<file path="src/bma_pkg.sv">
// Package with shared types, constants and codes of the block message allocator.
`default_nettype none

package bma_pkg;

    // Store geometry.
    localparam int MAX_BLOCKS = 1024;
    localparam int ADDR_W     = $clog2(MAX_BLOCKS);
    localparam int LINK_W     = 11;
    localparam int CNT_W      = 11;
    localparam int HDR_W      = LINK_W + CNT_W;

    // All ones marks the end of a list.
    localparam logic [LINK_W-1:0] EMPTY_LINK = '1;

    // Entry sizing: one header in front of the payload, rounded up to whole blocks.
    localparam int HEADER_BYTES = 32;
    localparam int BLOCK_MASK   = 63;
    localparam int BLOCK_SHIFT  = 6;
    localparam int BYTES_W      = 17;

    localparam logic [CNT_W-1:0] TOTAL_RESET = CNT_W'(MAX_BLOCKS);

    // Request codes.
    localparam logic FUNC_ALLOC   = 1'b0;
    localparam logic FUNC_RELEASE = 1'b1;

    // Result status codes.
    localparam logic [1:0] ST_OK       = 2'd0;
    localparam logic [1:0] ST_NO_SPACE = 2'd1;
    localparam logic [1:0] ST_CORRUPT  = 2'd2;
    localparam logic [1:0] ST_BAD_REL  = 2'd3;

    typedef struct packed {
        logic        func;
        logic [15:0] payload_length;
        logic [31:0] message_id;
        logic [9:0]  release_offset;
    } t_req;

    typedef struct packed {
        logic [1:0]       status;
        logic [9:0]       entry_offset;
        logic [CNT_W-1:0] entry_blocks;
        logic             was_reused;
    } t_rsp;

    // Commands from the controller to the datapath.
    typedef struct packed {
        logic       load;
        logic       advance;
        logic       reuse;
        logic       push;
        logic       mark_free;
        logic       emit;
        logic [1:0] status;
    } t_dp_cmd;

    // Status from the datapath to the controller.
    typedef struct packed {
        logic in_release;
        logic cur_empty;
        logic cur_bad;
        logic hit;
        logic bump_over;
        logic bump_full;
        logic rel_bad;
    } t_dp_stat;

endpackage

`default_nettype wire

</file>
<file path="src/bma_ctrl.sv">
// Controller state machine that sequences list walks, bump allocation and release.
`default_nettype none

module bma_ctrl (
    input  wire logic              i_clk,
    input  wire logic              i_rst_n,
    input  wire logic              i_start,
    input  wire bma_pkg::t_dp_stat i_stat,
    output logic                   o_busy,
    output bma_pkg::t_dp_cmd       o_cmd
);

    localparam logic [2:0] S_IDLE  = 3'd0;
    localparam logic [2:0] S_CHECK = 3'd1;
    localparam logic [2:0] S_EVAL  = 3'd2;
    localparam logic [2:0] S_BUMP  = 3'd3;
    localparam logic [2:0] S_REL   = 3'd4;

    logic [2:0] r_state;
    logic [2:0] n_state;

    always_comb begin
        n_state      = r_state;
        o_cmd        = '0;
        o_cmd.status = bma_pkg::ST_OK;
        unique case (r_state)
            S_IDLE: begin
                if (i_start) begin
                    o_cmd.load = 1'b1;
                    n_state    = i_stat.in_release ? S_REL : S_CHECK;
                end
            end
            S_CHECK: begin
                if (i_stat.cur_empty) begin
                    n_state = S_BUMP;
                end else if (i_stat.cur_bad) begin
                    o_cmd.emit   = 1'b1;
                    o_cmd.status = bma_pkg::ST_CORRUPT;
                    n_state      = S_IDLE;
                end else begin
                    // The header read of the current entry is under way.
                    n_state = S_EVAL;
                end
            end
            S_EVAL: begin
                if (i_stat.hit) begin
                    o_cmd.reuse = 1'b1;
                    o_cmd.emit  = 1'b1;
                    n_state     = S_IDLE;
                end else begin
                    o_cmd.advance = 1'b1;
                    n_state       = S_CHECK;
                end
            end
            S_BUMP: begin
                o_cmd.emit = 1'b1;
                n_state    = S_IDLE;
                if (i_stat.bump_over) begin
                    o_cmd.status = bma_pkg::ST_CORRUPT;
                end else if (i_stat.bump_full) begin
                    o_cmd.status = bma_pkg::ST_NO_SPACE;
                end else begin
                    o_cmd.push = 1'b1;
                end
            end
            S_REL: begin
                o_cmd.emit = 1'b1;
                n_state    = S_IDLE;
                if (i_stat.rel_bad) begin
                    o_cmd.status = bma_pkg::ST_BAD_REL;
                end else begin
                    o_cmd.mark_free = 1'b1;
                end
            end
            default: begin
                n_state = S_IDLE;
            end
        endcase
    end

    always_ff @(posedge i_clk) begin
        if (!i_rst_n) begin
            r_state <= S_IDLE;
        end else begin
            r_state <= n_state;
        end
    end

    assign o_busy = (r_state != S_IDLE);

endmodule

`default_nettype wire

</file>
<file path="config.mk">
export PLATFORM = sky130hd
export DESIGN_NAME = bma_ctrl
export DESIGN_NICKNAME = d
export VERILOG_FILES = /design/src/bma_pkg.sv /design/src/bma_ctrl.sv
export SDC_FILE = /design/constraint.sdc
export NUM_CORES = 1
export LEC_CHECK = 0
export ABC_CLOCK_PERIOD_IN_PS = 2800
export BUFFER_PORTS_ARGS = -buffer_cell sky130_fd_sc_hd__buf_2
export CAP_MARGIN = 25
export CORE_AREA = 4 4 41 43
export CTS_CLUSTER_DIAMETER = 200
export DETAILED_ROUTE_END_ITERATION = 16
export DIE_AREA = 0 0 45 47
export HOLD_SLACK_MARGIN = 0.02
export PLACE_DENSITY_LB_ADDON = 0.25
export SLEW_MARGIN = 20
export SYNTH_ARGS = -nofsm -noshare
export SYNTH_HDL_FRONTEND = slang
export SYNTH_SLANG_ARGS = --single-unit
</file>
<file path="constraint.sdc">
create_clock -name i_clk -period 2.8 [get_ports i_clk]
set_input_delay 0 -clock i_clk [delete_from_list [all_inputs] [get_ports i_clk]]
set_output_delay 0 -clock i_clk [all_outputs]
set_load 0.02 [all_outputs]
</file>
Word level (Yosys, flattened, before mapping)
Index checks and enable logic that the tools add are counted.
{"block": "classes", "eq_ne": 5, "n_reduce_logical": 3, "n_mux": 23}
{"operator": "3-bit two-way mux", "count": 5}
{"operator": "1-bit two-way mux", "count": 11}
{"operator": "3-bit case mux with 3 select lines", "count": 1}
{"operator": "2-bit two-way mux", "count": 4}
{"operator": "3-bit by 2-bit == test with 1-bit output, second input constant", "count": 2}
{"operator": "2-bit case mux with 3 select lines", "count": 1}
{"operator": "3-bit by 1-bit == test with 1-bit output, second input constant", "count": 1}
{"operator": "3-bit == test, second input constant", "count": 1}
{"operator": "3-bit zero test", "count": 1}
{"operator": "1-bit case mux with 3 select lines", "count": 1}
{"operator": "3-bit nonzero test", "count": 1}
{"operator": "2-bit != test, second input constant", "count": 1}
{"operator": "2-bit OR reduction", "count": 1}
{"block": "word_totals", "reg_bits": 3, "inputBits": 10, "wordCells": 32}

Logic depth before layout (Yosys ltp)
{"block": "logic_depth", "ltp_word": 3, "ltp_mapped": 4}

Worst setup path after synthesis
No wires, ideal clock.
{"block": "synth_timing", "path_type": "reg2out", "from": "reg r_state[1]", "to": "out o_cmd[6] (netlist bit)", "arrival_ns": 1.228, "slack_ns": 1.572, "stages_incl_launch_ff": 3, "cell_sequence": "dfxtp_1 -> buf_2 -> nor4b_1"}
{"element": "start: declaration", "line_no": "bma_ctrl.sv:19", "source": "logic [2:0] r_state;"}
{"element": "start signal: assignment", "line_no": "bma_ctrl.sv:85", "source": "r_state <= n_state;"}
{"element": "end: declaration", "line_no": "bma_ctrl.sv:10", "source": "output bma_pkg::t_dp_cmd o_cmd"}

==> key figures <==
Clock tree
  – Clock-pin slew on the worst setup and hold paths: 0.04 ns
  – CTS Root Cell: clkbuf_4
  – Worst-Skew Late Latency: 0.23 ns
  – CTS tree: done
  – H-tree depth: 1
  – Cts bufs inserted: 3
  – Hold_buf cts: 0
  – Cts repair resizes: 0
  – Clk sinks: 3
  – Clock Tree Buf Depth: 2
  – Setup Buffers After CTS: 0

Cells and area
  – Register area: 60.1 sq um
  – Biggest regs: r_state (3)
  – Max FFs per register: 3
  – Final core utilization: between 20% and 30%
  – Area Overhead vs Synth: 50.7%
  – Nets@finish: 63
  – Most common cell after layout, fill and taps aside: buf_2
  – Share of layout cells above drive strength 1: about half
  – Top reg by flops: r_state
  – Final Cell Area: between 300 and 400 sq um
  – Fill count: 151
  – Area of the multi-input gates: 180 sq um
  – Ant diodes: 0

Worst hold path
  – Worst Hold Class: in2reg
  – Hold path cells: 2
  – Hold_sp: i_stat[6]
  – Worst Hold End: r_state[2]

Power
  – Cell-internal power: 0.119 mW
  – Sw Share: 29.6%
  – Clock power share: ~44%
  – Combinational power share: 26.5%
  – Max VDD drop: roughly 0.23 mV
  – Pwr Density: 437 mW/mm^2
  – Flop pwr share: roughly 29%
  – Leak: 0.187 nW
  – Sw Pwr: 0.0500 mW

Synthesis
  – Post-synth cell types: 22
  – #FFs+latches synth: 3
  – Gate Count Post-Synth: 31
  – Mapped cell area: 256 sq um
  – Average instance area after synthesis: around 8.3 sq um
  – Post-synthesis sequential area ratio: 23.4%
  – Synth Flop Type: dfxtp_1
  – Synth warn: 0
  – Asr flop ratio synth: 0%
  – Post-synth EDFFs: 0
  – Syn nets: 41

Place
  – Dpl ws: 1.53 ns
  – Port bufs: 18
  – Post-DP HPWL: 569 microns
  – Placed cell area: between 300 and 400 sq um
  – Placer Congestion: between 0.7 and 0.8

STA
  – Setup ws final: around 1.4 ns
  – Post-layout min period: 1.43 ns
  – Worst-Margin Slew: 0.415 ns
  – Fin crit share: 50.9%
  – Slew HR: between 70% and 80%
  – Setup TNS: 0 ns
  – Max Fclk: 701 MHz
  – Clock Skew: roughly 0.000086 ns
  – Final hold violation count: 0
  – Final setup viols: 0
  – RSZ-0062 raised after global routing: false
  – Final Max Tran Viols: 0

Critical path
  – R2R Path Start: r_state[1]
  – Critical Path RT: 2.80 ns
  – R2R Path End: r_state[0]
  – Setup crit end kind: primary output
  – Crit path DAT: 1.43 ns
  – CP Class: reg2out
  – Crit-path max FO: 6
  – Flop2flop setup slack: 1.52 ns
  – Worst r2r path cells: 3
  – Worst setup SP type: flip-flop

Route
  – Via count: 303
  – DRT iter0 DRCs: 0
  – Vias per cell: 4.52
  – Final wirelength: 717 microns
  – Average routed wire per standard cell: approximately 11 microns
  – Drt drc: 0
  – WL met2: 302 microns
  – Met1 wire length: 317 microns
  – Met3 wire length: 97 microns
  – Max layer used: met3
  – Post-route ant nets: 0
  – Drt first pass iters: 1

Status
  – Outcome: finished clean

Floorplan
  – Die Y: 47 microns
  – Initial Utilization: 19.7%
  – Die ar.: approximately 0.0021 sq mm
  – Ports: 19
  – Core Area: between 0.001 and 0.0015 sq mm
  – Die X: 45 microns
  – Site row count: 13

Global routing
  – Vias in the first global route: 280
  – Total gr overflow: 0
  – Largest net degree at the start of global routing: 13
  – First-pass GRT wire length: 1080 microns
  – Tot GR Track Use: 7.27%
  – Initial antenna violation count: 0

Job
  – Max-cap viol count: 0
cells by family after synthesis:
group / count (synthesis) / share of synthesized area [%]
AOI/OAI and AO/OA: 8 / 20.0
buffers and inverters: 4 / 6.34
DFF: 3 / 23.4
muxes: 1 / 4.39
and+or+nand+nor: 15 / 45.9
how the worst max path moves through the flow:
| stage | start | end | slack, ns |
|---|---|---|---|
| after floorplan | r_state[1] | o_cmd[6] | 1.57 |
| after global placement | r_state[1] | r_state[0] | 1.56 |
| after detailed placement | r_state[1] | r_state[0] | 1.53 |
| after CTS | r_state[2] | o_cmd[3] | 1.36 |
| after global routing | r_state[2] | o_cmd[3] | 1.27 |
| final | r_state[2] | o_cmd[3] | 1.37 |
cells in the mapped netlist (2+ instances only):
cell     instances  share of area (%)
dfxtp_1          3                 23
inv_1            3                4.4
nor3b_1          3                8.8
o21ai_0          3                5.9
a21oi_1          2                3.9
per-layer routing:
layer | track usage (%) | vias to the layer above
met3 | 1.92 | 0
li1 | - | 157
met2 | 10.5 | 16
met5 | 0 | -
met1 | 7.95 | 130
met4 | 8.77 | 0
metrics by stage:
| stage | hold slack, ns | cells | total power, mW |
|---|---|---|---|
| 2_1_floorplan | 0.0781 | 31 | 0.0774 |
| 3_3_place_gp | 0.256 | 63 | 0.0953 |
| 3_5_place_dp | 0.254 | 63 | 0.0949 |
| 4_1_cts | 0.0226 | 67 | 0.174 |
| 5_1_grt | 0.0233 | 67 | 0.178 |
| 6_report | 0.0285 | 67 | 0.169 |
power by group through the flow:
stage	logic (mW)	registers (mW)	clock network, mW
after floorplan	0.0289	0.0485	0
after global placement	0.0449	0.0504	0
after detailed placement	0.0447	0.0503	0
after CTS	0.0451	0.0496	0.0795
after global routing	0.0489	0.0502	0.0792
final	0.0447	0.0498	0.0745
worst max-delay path, cell delays in order, from the launching register on:
cell	delay [ns]
dfxtp_1	0.39
inv_1	0.11
or3_2	0.45
nor2_1	0.09
buf_2	0.16
area by class of cell:
class	instances	share of cell area, %
flip-flops and latches	3	15.5
well taps	15	4.85
clock buffers	4	6.80
repair buffers	18	23.3
multi-input cells	24	46.6
inverters	3	2.91
(Power assumes the default switching activity.)
